<file path="config.mk">
export PLATFORM = sky130hd
export DESIGN_NAME = l2q_decode
export DESIGN_NICKNAME = d
export VERILOG_FILES = /design/src/hdl/l2q_pkg.sv /design/src/hdl/l2q_decode.sv
export SDC_FILE = /design/constraint.sdc
export NUM_CORES = 1
export LEC_CHECK = 0
export BUFFER_PORTS_ARGS = -buffer_cell sky130_fd_sc_hd__buf_2
export CAP_MARGIN = 20
export CELL_PAD_IN_SITES_DETAIL_PLACEMENT = 1
export CELL_PAD_IN_SITES_GLOBAL_PLACEMENT = 1
export CORE_ASPECT_RATIO = 1.1
export CORE_MARGIN = 2
export CORE_UTILIZATION = 30
export CTS_CLUSTER_SIZE = 12
export DETAILED_ROUTE_END_ITERATION = 6
export PLACE_DENSITY = 0.8
export SLEW_MARGIN = 10
export SYNTH_ARGS = -nofsm -noshare
export SYNTH_HDL_FRONTEND = slang
export SYNTH_SLANG_ARGS = --single-unit
</file>
<file path="constraint.sdc">
create_clock -name clk -period 2.35 [get_ports clk]
set_clock_uncertainty 0.1 [all_clocks]
set_input_delay 0.47 -clock clk [delete_from_list [all_inputs] [get_ports clk]]
set_output_delay 0.47 -clock clk [all_outputs]
set_load 0.05 [all_outputs]
</file>
<file path="src/hdl/l2q_pkg.sv">
// Shared types and constants for the log2 sample quantiser.
// No dependencies.
`default_nettype none
package l2q_pkg;

    localparam int unsigned MANT_W = 63;
    localparam int unsigned EXP_W  = 11;
    localparam int unsigned CODE_W = 16;
    localparam int unsigned STAT_W = 2;

    localparam logic [STAT_W-1:0] ST_OK   = 2'd0;
    localparam logic [STAT_W-1:0] ST_LOW  = 2'd1;
    localparam logic [STAT_W-1:0] ST_HIGH = 2'd2;
    localparam logic [STAT_W-1:0] ST_NAN  = 2'd3;

    localparam logic [6:0] LOG_SCALE = 7'd100;
    localparam logic [CODE_W-1:0] CODE_MAX = 16'hFFFF;

    typedef struct packed {
        logic [STAT_W-1:0] status;
        logic [EXP_W-1:0]  expo;
        logic              last;
    } side_t;

endpackage
`default_nettype wire

</file>
<file path="src/hdl/l2q_decode.sv">
// Front stage: splits a raw float32/float64 word into class, exponent and Q1.62 mantissa.
// Depends on l2q_pkg.
`default_nettype none
module l2q_decode (
    input  wire logic                           clk,
    input  wire logic                           rst_n,
    input  wire logic                           adv,
    input  wire logic                           load,
    input  wire logic                           fmt,
    input  wire logic [63:0]                    bits,
    input  wire logic                           last,
    output logic                                valid,
    output l2q_pkg::side_t                      side,
    output logic [l2q_pkg::MANT_W-1:0]          y
);

    logic                          valid_reg;
    l2q_pkg::side_t                side_reg, side_next;
    logic [l2q_pkg::MANT_W-1:0]    y_reg, y_next;

    logic        sgn;
    logic [10:0] ex;
    logic [10:0] bias;
    logic        ex_max;
    logic        mant_nz;

    always_comb
    begin
        if (fmt)
        begin
            sgn     = bits[63];
            ex      = bits[62:52];
            bias    = 11'd1023;
            ex_max  = (bits[62:52] == 11'h7FF);
            mant_nz = (bits[51:0] != 52'd0);
            y_next  = {1'b1, bits[51:0], 10'd0};
        end
        else
        begin
            sgn     = bits[31];
            ex      = {3'd0, bits[30:23]};
            bias    = 11'd127;
            ex_max  = (bits[30:23] == 8'hFF);
            mant_nz = (bits[22:0] != 23'd0);
            y_next  = {1'b1, bits[22:0], 39'd0};
        end
        side_next.last = last;
        side_next.expo = ex - bias;
        if (ex_max && mant_nz)
            side_next.status = l2q_pkg::ST_NAN;
        else if (sgn)
            side_next.status = l2q_pkg::ST_LOW;
        else if (ex_max)
            side_next.status = l2q_pkg::ST_HIGH;
        else if (ex < bias)
            side_next.status = l2q_pkg::ST_LOW;
        else
            side_next.status = l2q_pkg::ST_OK;
    end

    always_ff @(posedge clk or negedge rst_n)
    begin
        if (!rst_n)
            valid_reg <= 1'b0;
        else if (adv)
            valid_reg <= load;
    end

    always_ff @(posedge clk)
    begin
        if (adv)
        begin
            side_reg <= side_next;
            y_reg    <= y_next;
        end
    end

    assign valid = valid_reg;
    assign side  = side_reg;
    assign y     = y_reg;

endmodule
`default_nettype wire

</file>
## Yosys cells after proc, flatten, opt, wreduce, memory -nomap -nowiden

Cells that the tools add are included.

| operators by class | value |
|---|---|
| add/sub/neg operators | 1 |
| $lt $le $gt $ge | 1 |
| equality and inequality tests | 2 |
| multiplexer cells | 9 |
| reductions and logical operators | 4 |

Operators with widths:

| kind | number |
|---|---|
| two-way mux 62 bit | 1 |
| nonzero test 52 bit | 1 |
| nonzero test 23 bit | 1 |
| equality test 11 bit, second input constant | 1 |
| less-than comparator 11 bit | 1 |
| two-way mux 11 bit | 1 |
| subtractor 11 bit | 1 |
| two-way mux 10 bit | 1 |
| equality test 8 bit, second input constant | 1 |
| two-way mux 1 bit | 4 |
| two-way mux 2 bit | 2 |
| OR reduction 2 bit | 1 |
| logical AND 1 bit | 1 |

| storage, ports and cells | value |
|---|---|
| register bits after elaboration | 78 |
| bits of input ports | 70 |
| output and inout port bits | 78 |
| word-level logic and storage cells | 24 |

## Longest topological paths before layout

| logic depth | value |
|---|---|
| depth after elaboration | 5 |
| depth in mapped cells | 10 |
| depth with buffers taken out | 7 |

## Worst setup path before layout

No wires, ideal clock.

| timing | value |
|---|---|
| kind | input -> register |
| start | in fmt |
| end | reg side_reg (netlist bit side[9]) (data pin) |
| setup time | 0.257 ns |
| data arrival time | 2.074 ns |
| required time | 1.993 ns |
| slack | -0.082 ns |
| stages | 9 |
| cells stage by stage | buf_4 buf_2 buf_2 mux2_2 ha_1 o21ai_0 or2_1 xnor2_1 o21ai_1 |

RTL lines:

| element | RTL line | RTL |
|---|---|---|
| from (decl) | l2q_decode.sv:9 | `input wire logic fmt,` |
| to (signal assigned) | l2q_decode.sv:73 | `side_reg <= side_next;` |
| to (decl) | l2q_decode.sv:18 | `l2q_pkg::side_t side_reg, side_next;` |

## Worst setup path in the final report

| timing | value |
|---|---|
| start | in fmt |
| end | reg side_reg (netlist bit side[12]) (data pin) |

| on the way | value |
|---|---|
| word-level cells in the longest chain between the ends | 4 |

RTL lines:

| element | RTL line | RTL |
|---|---|---|
| two-way mux 11 bit / two-way mux 10 bit (equally long branches) | l2q_decode.sv:29 | `if (fmt)` |
| less-than comparator 11 bit | l2q_decode.sv:55 | `else if (ex < bias)` |
| two-way mux 1 bit | l2q_decode.sv:55 |  |
| two-way mux 2 bit | l2q_decode.sv:53 | `else if (ex_max)` |

Parallel ways exist; a longest one is shown, timed or not.
A chain may end at the register's enable or synchronous reset.

==> results.cfg <==
[timing]
rsz0062_at_grt = false
fin_crit_sh_pct = 81.1
setup_violations = 0
hold_violations = 0
max-slew-margin-rel_pct = 60.7
max_freq_mhz = 525
min_period_ps = 1910
worst_slew_pin_slew_ps = 590
setup_tns_ps = 0
drv_slew = 0

[die]
core_mm2 = 0.0103
start_util_pct = 30.7
die-area_mm2 = 0.0114
pin_count = 148
chipHeight_um = 112
rows = 39
fp.dieW_um = 102

[clock_tree]
cts_max_level = 3
cts.sinks = 67
clk_latency_ps = 330
cts_buffer_depth = 2
cts_buffers = 9
cts.clk_slew.worst_paths_ps = 50
cts_setup_buffers = 0
root_buffer = clkbuf_16
cts_tree = yes

[yosys]
syn_inst = 229
avgSynthCellArea_um2 = 13.9
ys.flop_type = edfxtp_1
ys_warn_count = 0
synth_edf_count = 66
synthArstFlopShare_pct = 1.49
syn_area_mm2 = 0.00318
synth_seq_area_share_pct = 63.2
ys_types = 41
ys_ff_latch = 67

[placed_design]
place_congestion = 0.829
dp_hpwl_um = 6970
dp.cells = 506
io_buffers = 136

[hold_path]
hp-class = input pin to flop

[grt]
antenna_found_initial = 0
track_usage_pct = 15.8
grt_pass1_vias = 2536
grt.overflow.total = 0
grt_max_degree = 30
grt_pass1_wl_um = 13400

[setup_path]
crit_type = input pin to flop
crit_fanout = 11
arrival_ps = 1890
end_kind = flop
required_ps = 2330
start_kind = input pin

[run_status]
status = complete, no violations

[layout]
final.fill_count = 1170
num_antenna_cells = 0
layout_common_cells = buf_2 (136), edfxtp_1 (66), and2_1 (29)
nets = 446
syn_to_final_growth_pct = 36.3
drive_above_1_share_pct = 48.7
stdcell_count = 523
largest_register_ffs = 52
final_common_cell = buf_2

[route]
drt_wl_total_um = 8930
dr_total_vias = 2407
wl_per_cell_um = 17.1
ant_nets = 0
drt_drc_violations_left = 0
via_per_inst = 4.60
dr.pass1.iters = 4
drt_iter0_drc = 68

[pwr]
irDropWorstVdd_v = 0.000330
power.density_mw_per_mm2 = 820
p_leak_nw = 1.80

[job]
cap_violations = 0
[final timing paths]
path                       startpoint  endpoint  slack, ps  cells after the start
min reg2reg                     valid     valid        400                      1
max in group asynchronous       rst_n     valid       1730                      2
max                               fmt  side[12]        440                      7
min in group asynchronous       rst_n     valid        330                      2
min                              last   side[0]        210                      1
max reg2reg                     valid     valid       1520                      1
[where the power goes]
part           internal [mW]  switching (mW)
clock                  0.812           0.501
combinational          0.194           0.582
sequential              1.44          0.0278
[worst max-delay path: stages]
cell      delay [ps]
buf_2            180
buf_4            190
nand3b_1         200
a22o_1           300
nor2b_1          190
a221oi_1         100
a211o_1          240
[cells by family after synthesis]
| group | after synthesis | synth area share, % |
|---|---|---|
| XOR/XNOR | 10 | 2.76 |
| other | 2 | 0.236 |
| AND/OR/NAND/NOR | 80 | 15.0 |
| multiplexers | 32 | 11.0 |
| AO/OA/AOI/OAI | 14 | 3.11 |
| flip-flops | 67 | 63.2 |
| adder cells (fa/ha/maj) | 1 | 0.394 |
| buffers and inverters | 23 | 4.25 |
[final cells by class]
cell class	count	area (µm²)	share of cell area (%)
timing repair buffer	145	776	17.9
sequential	67	2010	46.3
tap	143	179	4.13
clock inverter	6	56.3	1.30
multi-input combinational	148	1070	24.7
clock buffer	10	229	5.29
inverter	4	15.0	0.347
[through the flow]
step | utilization (%) | hold WS, ps | total power [mW] | instance area (µm²) | worst slack [ps]
6_report | 41.9 | 215 | 3.55 | 4330 | 445
5_1_grt | 41.9 | 212 | 3.67 | 4330 | 321
4_1_cts | 41.9 | 204 | 3.59 | 4330 | 466
3_5_place_dp | 39.0 | 146 | 2.27 | 4040 | 109
3_3_place_gp | 39.0 | 144 | 2.25 | 4040 | 168
2_1_floorplan | - | 74.4 | 2.03 | 3220 | 35.2
[layer usage]
metal  share of wire (%)  GRT usage (%)  up-vias
met5                   0              0        -
met1                  40           18.5     1173
li1                    -              -     1127
met3                 6.6           3.26       10
met2                  52           27.5       97
met4                 1.5           6.84        0
[Yosys cell counts, types with 2 or more instances]
library cell | instances | area share (%)
and2_1 | 29 | 5.7
buf_2 | 3 | 0.47
buf_4 | 12 | 2.8
clkbuf_1 | 4 | 0.47
conb_1 | 2 | 0.24
edfxtp_1 | 66 | 62
inv_1 | 4 | 0.47
mux2_2 | 24 | 8.5
mux2i_1 | 8 | 2.5
nand2_1 | 11 | 1.3
nand3_1 | 4 | 0.63
nand3b_1 | 2 | 0.47
nand4_1 | 5 | 0.98
nor2_1 | 4 | 0.47
nor2b_1 | 2 | 0.39
nor3_1 | 2 | 0.32
nor4_1 | 13 | 2.6
o21ai_0 | 2 | 0.32
o21ai_1 | 2 | 0.32
xnor2_1 | 4 | 1.1
xor2_1 | 6 | 1.7
[timing repair]
item / CTS / global route
gates resized for setup: 0 / 0
hold buffers: 1 / 0
endpoints found under the hold margin: 1 / 0
(Power assumes the default switching activity.)
