--- src/hdl/l2q_pkg.sv ---
// Shared types and constants for the log2 sample quantiser.
// No dependencies.
`default_nettype none
package l2q_pkg;

    localparam int unsigned MANT_W = 63;
    localparam int unsigned EXP_W  = 11;
    localparam int unsigned CODE_W = 16;
    localparam int unsigned STAT_W = 2;

    localparam logic [STAT_W-1:0] ST_OK   = 2'd0;
    localparam logic [STAT_W-1:0] ST_LOW  = 2'd1;
    localparam logic [STAT_W-1:0] ST_HIGH = 2'd2;
    localparam logic [STAT_W-1:0] ST_NAN  = 2'd3;

    localparam logic [6:0] LOG_SCALE = 7'd100;
    localparam logic [CODE_W-1:0] CODE_MAX = 16'hFFFF;

    typedef struct packed {
        logic [STAT_W-1:0] status;
        logic [EXP_W-1:0]  expo;
        logic              last;
    } side_t;

endpackage
`default_nettype wire

--- src/hdl/l2q_finish.sv ---
// Output stage: scales the log2 fraction by 100, adds the exponent term and clamps.
// Depends on l2q_pkg.
`default_nettype none
module l2q_finish #(
    parameter int unsigned FRAC_W = 40
) (
    input  wire logic                           clk,
    input  wire logic                           rst_n,
    input  wire logic                           adv,
    input  wire logic                           in_valid,
    input  wire l2q_pkg::side_t                 in_side,
    input  wire logic [FRAC_W-1:0]              in_frac,
    output logic                                valid,
    output logic [l2q_pkg::CODE_W-1:0]          code,
    output logic [l2q_pkg::STAT_W-1:0]          status,
    output logic                                last
);

    logic                           valid_reg;
    logic [l2q_pkg::CODE_W-1:0]     code_reg, code_next;
    logic [l2q_pkg::STAT_W-1:0]     status_reg, status_next;
    logic                           last_reg;

    logic [FRAC_W+6:0] prod;
    logic [6:0]        fine;
    logic [17:0]       v;

    always_comb
    begin
        prod = {7'd0, in_frac} * (FRAC_W+7)'(l2q_pkg::LOG_SCALE);
        fine = prod[FRAC_W+6:FRAC_W];
        v    = {7'd0, in_side.expo} * {11'd0, l2q_pkg::LOG_SCALE} + {11'd0, fine};
        code_next   = '0;
        status_next = in_side.status;
        case (in_side.status)
            l2q_pkg::ST_HIGH: code_next = l2q_pkg::CODE_MAX;
            l2q_pkg::ST_OK:
            begin
                if (v[17:16] != 2'd0)
                begin
                    code_next   = l2q_pkg::CODE_MAX;
                    status_next = l2q_pkg::ST_HIGH;
                end
                else
                    code_next = v[15:0];
            end
            default: code_next = '0;
        endcase
    end

    always_ff @(posedge clk or negedge rst_n)
    begin
        if (!rst_n)
            valid_reg <= 1'b0;
        else if (adv)
            valid_reg <= in_valid;
    end

    always_ff @(posedge clk)
    begin
        if (adv)
        begin
            code_reg   <= code_next;
            status_reg <= status_next;
            last_reg   <= in_side.last;
        end
    end

    assign valid  = valid_reg;
    assign code   = code_reg;
    assign status = status_reg;
    assign last   = last_reg;

endmodule
`default_nettype wire
--- config.mk ---
export PLATFORM = sky130hd
export DESIGN_NAME = l2q_finish
export DESIGN_NICKNAME = d
export VERILOG_FILES = /design/src/hdl/l2q_pkg.sv /design/src/hdl/l2q_finish.sv
export SDC_FILE = /design/constraint.sdc
export NUM_CORES = 1
export LEC_CHECK = 0
export BUFFER_PORTS_ARGS = -buffer_cell sky130_fd_sc_hd__buf_2
export CORE_ASPECT_RATIO = 1.2
export CORE_MARGIN = 2
export CORE_UTILIZATION = 60
export CTS_BUF_LIST = sky130_fd_sc_hd__clkbuf_2
export DETAILED_ROUTE_END_ITERATION = 12
export PLACE_DENSITY = 0.82
export SYNTH_ARGS = -nofsm -noshare
export SYNTH_HDL_FRONTEND = slang
export SYNTH_SLANG_ARGS = --single-unit
--- constraint.sdc ---
create_clock -name clk -period 2.13 [get_ports clk]
set_clock_uncertainty 0.15 [all_clocks]
set_input_delay 0.213 -clock clk [delete_from_list [all_inputs] [get_ports clk]]
set_output_delay 0.213 -clock clk [all_outputs]
set_load 0.05 [all_outputs]
# Word level (Yosys, flattened, before mapping)

Index checks and enable logic that the tools add are counted.

Register bits: 20
Latch bits: 0
RAM bits: 0
ROM bits: 0
Input port bits: 58
Output and inout bits: 20
Word-level logic and storage cells: 14
Memories kept: 0

$add $sub $neg: 1
$mul: 2
Div/mod/pow operators: 0
Magnitude comparators: 0
Equal/unequal tests: 1
Shift-type cells: 0
Muxes and demuxes: 4
Bitwise operators: 0
Reduce and logical (&&, ||, !) cells: 2

Operators by type and width:

| kind                    | count |
|---|---|
| $mul A40 B5 Y45 const B | 1 |
| $pmux W16 S2            | 1 |
| $add A18 B7 Y18         | 1 |
| $mul A11 B5 Y16 const B | 1 |
| $mux W16                | 1 |
| $mux W2                 | 2 |
| $eq A2 B2 Y1 const B    | 1 |
| $logic_not A2 Y1        | 1 |
| $reduce_bool A2 Y1      | 1 |

# Logic depth before layout (Yosys ltp)

Word-level depth: 5
Depth in mapped cells: 25
Gate-level depth less buffers: 24

# Least setup slack after synthesis

No wires, ideal clock.

Kind: input to register
Start: input port in_frac[19]
End: register code_reg (netlist bit code[10]), data pin
Arrival time: 5197 ps
Data required time: 1704 ps
Path slack: -3492 ps
Stages on the path: 24
Buffers on the path: 1
Cell sequence: ha_1 > ha_1 > inv_1 > fa_1 > inv_1 > ha_1 > a21o_1 > a21o_1 > a221oi_1 > o21ai_0 > o21ai_1 > nand2_1 > a21oi_1 > xor2_1 > fa_1 > nor2b_1 > o31ai_1 > a2111oi_4 > nand2_2 > nor4_2 > mux2_2 > nor2_2 > buf_6 > a31oi_1

Cells in the longest elaborated chain, start to end: 5

RTL lines:

| item                    | RTL line         | text |
|---|---|---|
| from (decl)             | l2q_finish.sv:12 | `input wire logic [FRAC_W-1:0] in_frac,` |
| $mul A40 B5 Y45 *       | l2q_finish.sv:30 | `prod = {7'd0, in_frac} * (FRAC_W+7)'(l2q_pkg::LOG_SCALE);` |
| $add A18 B7 Y18 *       | l2q_finish.sv:32 | `v = {7'd0, in_side.expo} * {11'd0, l2q_pkg::LOG_SCALE} + {11'd0, fine};` |
| $reduce_bool A2 Y1      | l2q_finish.sv:39 | `if (v[17:16] != 2'd0)` |
| $mux W16 *              | l2q_finish.sv:39 |  |
| $pmux W16 S2 *          | l2q_finish.sv:35 | `case (in_side.status)` |
| net code_next (one bit) | l2q_finish.sv:20 | `logic [l2q_pkg::CODE_W-1:0] code_reg, code_next;` |
| to (signal assigned)    | l2q_finish.sv:63 | `code_reg <= code_next;` |
| to (decl)               | l2q_finish.sv:20 |  |

Mark *: on every way through the listed nets, which the timed path passes. The rest lies on a longest branch.
A chain may end at the register's enable or synchronous reset.

# Final worst setup path

Start: input port in_frac[13]
End: register code_reg (netlist bit code[7]), data pin

The elaborated chain is that of the path after synthesis.

==> run summary <==
top cell type's share of synthesized area = 34.59%
Synth area leaders = ha_1 35%, fa_1 14%, inv_1 13%
Seq cells post-synth = 20
Crit path largest cell delay = 0.52 ns
I/O pin count = 78
slowest CP cell = fa_1
root buf cell = clkbuf_2
fmax = 0.1664 GHz
CP max FO = 5
core area = 0.009613 sq mm
max reg flops = 16
Crit path arrival time = 5.97 ns
Peak VDD IR = 0.4476 mV
Die ar. = 0.01076 sq mm
synth cell count leaders = 206 x inv_1, 165 x ha_1, 41 x fa_1
Gate Count Post-Synth = 700
FFs w/ async S/R, synth = 5.000%
initial cell density of the core = 62.09%
Setup crit end kind = flop
synth unique cells = 56
failing checks = negative setup slack
DRT Pass-1 Iters = 5
vias in the first global route = 6702
Leak = 4.560 nW
1st-iter DRT viols = 422
wire length per cell = 22.00 um
Worst Max-Slew Pin Slew = 0.4958 ns
TritonCTS Buffers = 3
YS warnings = 0
via count = 6602
input/output buffers = 77
DRC Markers = 0
CTS tree = built
CTS H-tree lvls = 1
Routed WL = 23.01 mm
Layout area overhead = 45.32%
syn_area_per_cell = 8.526 sq um
CP dominant cell by count = buf_4
final worst path period share = 282.1%
Synth area leader = ha_1
DP Worst Slack = -3.624 ns
CP Data Required Time = 2.09 ns
Die W = 95.05 um
Primary FF master, synth = edfxtp_1
row count = 39
fin crit period = 6.009 ns
global route overflow = 0
Clock Tree Buf Depth = 2
first-pass GRT wire length = 28.66 mm
routability congestion estimate = 0.9102
crit start category = primary input
dpl hpwl = 13.19 mm
Worst slew margin = 66.09%
Nets = 1187
overall power = 6.497 mW
final hold violations = 0
initial antenna violation count = 1
post-route ant nets = 0
CP Class = in -> reg
clock sinks = 20
setup violators final = 17
worst hold slack = 0.04703 ns
syn nets = 964
Post-synth EDFFs = 19
layout cell share with drive strength beyond 1 = 38.50%
Clock transition at path regs = 0.21 ns
Hold WC Path Type = in -> reg
Reg2Reg Setup Slack = 1.21 ns
setup TNS = -64.80 ns
cell area after synthesis = 0.005968 sq mm
vias per cell = 6.312
number of max-cap violations = 0
power per cell area = 749.1 mW/mm^2
RSZ-0062 raised after global routing = true
Clock Latency Late Sink = 0.34 ns
Die Y-Extent = 113.3 um
largest net degree at the start of global routing = 21
sequential element share of the synthesized area = 9.979%
cell with the most instances after synthesis = inv_1
status = finished with violations
Final WS setup = -3.879 ns
Final Max Slew Viols = 0
Total Routing Usage GR = 33.12%
## power breakdown
group | internal [mW] | switching, mW
clock network | 0.162 | 0.125
logic | 2.48 | 3.21
registers | 0.508 | 0.0149
## placed cells by master, fill, tap and decap left out, types with 5 or more instances in the layout
| master | n |
|---|---|
| inv_1 | 181 |
| buf_4 | 143 |
| ha_1 | 117 |
| buf_2 | 63 |
| ha_4 | 45 |
| fa_1 | 40 |
| nor2_1 | 32 |
| inv_2 | 25 |
| edfxtp_1 | 19 |
| nand2_1 | 18 |
| a21oi_1 | 18 |
| a21o_1 | 15 |
| xnor2_1 | 13 |
| xor2_1 | 11 |
| a21oi_2 | 10 |
| nor3_1 | 10 |
| o21ai_0 | 9 |
| buf_6 | 9 |
| nand4_1 | 8 |
| nand3_1 | 8 |
| o211ai_1 | 8 |
| o21ai_1 | 7 |
| o21a_1 | 7 |
| a211oi_1 | 6 |
| nand2_2 | 5 |
| a31oi_1 | 5 |
## per-layer routing
layer	GRT usage, %	vias to the layer above	part of all wire [%]
li1	-	2768	-
met1	30.47	3027	30
met2	66.71	541	50
met3	3.196	266	7.6
met4	20.48	0	12
met5	0	-	0
## through the flow
step	util, %	instance area, sq um	instances
2_1_floorplan	-	6327	700
3_3_place_gp	80.98	7785	1020
3_5_place_dp	80.98	7785	1020
4_1_cts	85.06	8177	1038
5_1_grt	90.20	8671	1045
6_report	90.23	8673	1046
## cells by family after synthesis
| group | count (synthesis) | share of synthesized area [%] |
|---|---|---|
| compound gates | 122 | 13.94 |
| flops | 20 | 9.979 |
| buf+inv | 213 | 13.54 |
| simple gates | 109 | 9.036 |
| fa+ha+maj | 206 | 48.34 |
| xor+xnor | 27 | 4.403 |
| mux | 3 | 0.7547 |
## cell type report
cell class                 count  area, sq um
sequential                    20        595.6
multi-input combinational    468         5508
fill                         371        939.7
clock buffer                   3        15.01
timing repair buffer         224         1595
tap                          123        153.9
inverter                     206        773.2
clock inverter                 1        30.03
antenna                        1        2.502
## critical path, delay by kind of cell
family / cells / cell delay [ns]
AND/OR/NAND/NOR: 5 / 0.91
buffers and inverters: 6 / 0.81
adder cells (fa/ha/maj): 5 / 1.67
XOR/XNOR: 1 / 0.16
AO/OA/AOI/OAI: 10 / 2.19
## worst paths after layout
check / startpoint / endpoint / depth (start not counted)
worst max-delay path: in_frac[13] / code[7]$_DFFE_PP_ / 27
worst min-delay path: in_side[12] / status[0]$_DFFE_PP_ / 1
worst max register to register: valid$_DFFE_PN0P_ / valid$_DFFE_PN0P_ / 1
worst min register to register: valid$_DFFE_PN0P_ / valid$_DFFE_PN0P_ / 1
max in group asynchronous: rst_n / valid$_DFFE_PN0P_ / 3
min in group asynchronous: rst_n / valid$_DFFE_PN0P_ / 3
## repair_timing
action                     in CTS  in global routing
cloned                          1                  0
gates resized for setup        40                 85
setup endpoints to repair      17                 17
hold endpoints to repair        3                  0
buffers inserted                9                  8
hold buffers                    4                  0
pin swaps                      35                 70
Note: power is estimated with default switching activity, not from simulation.
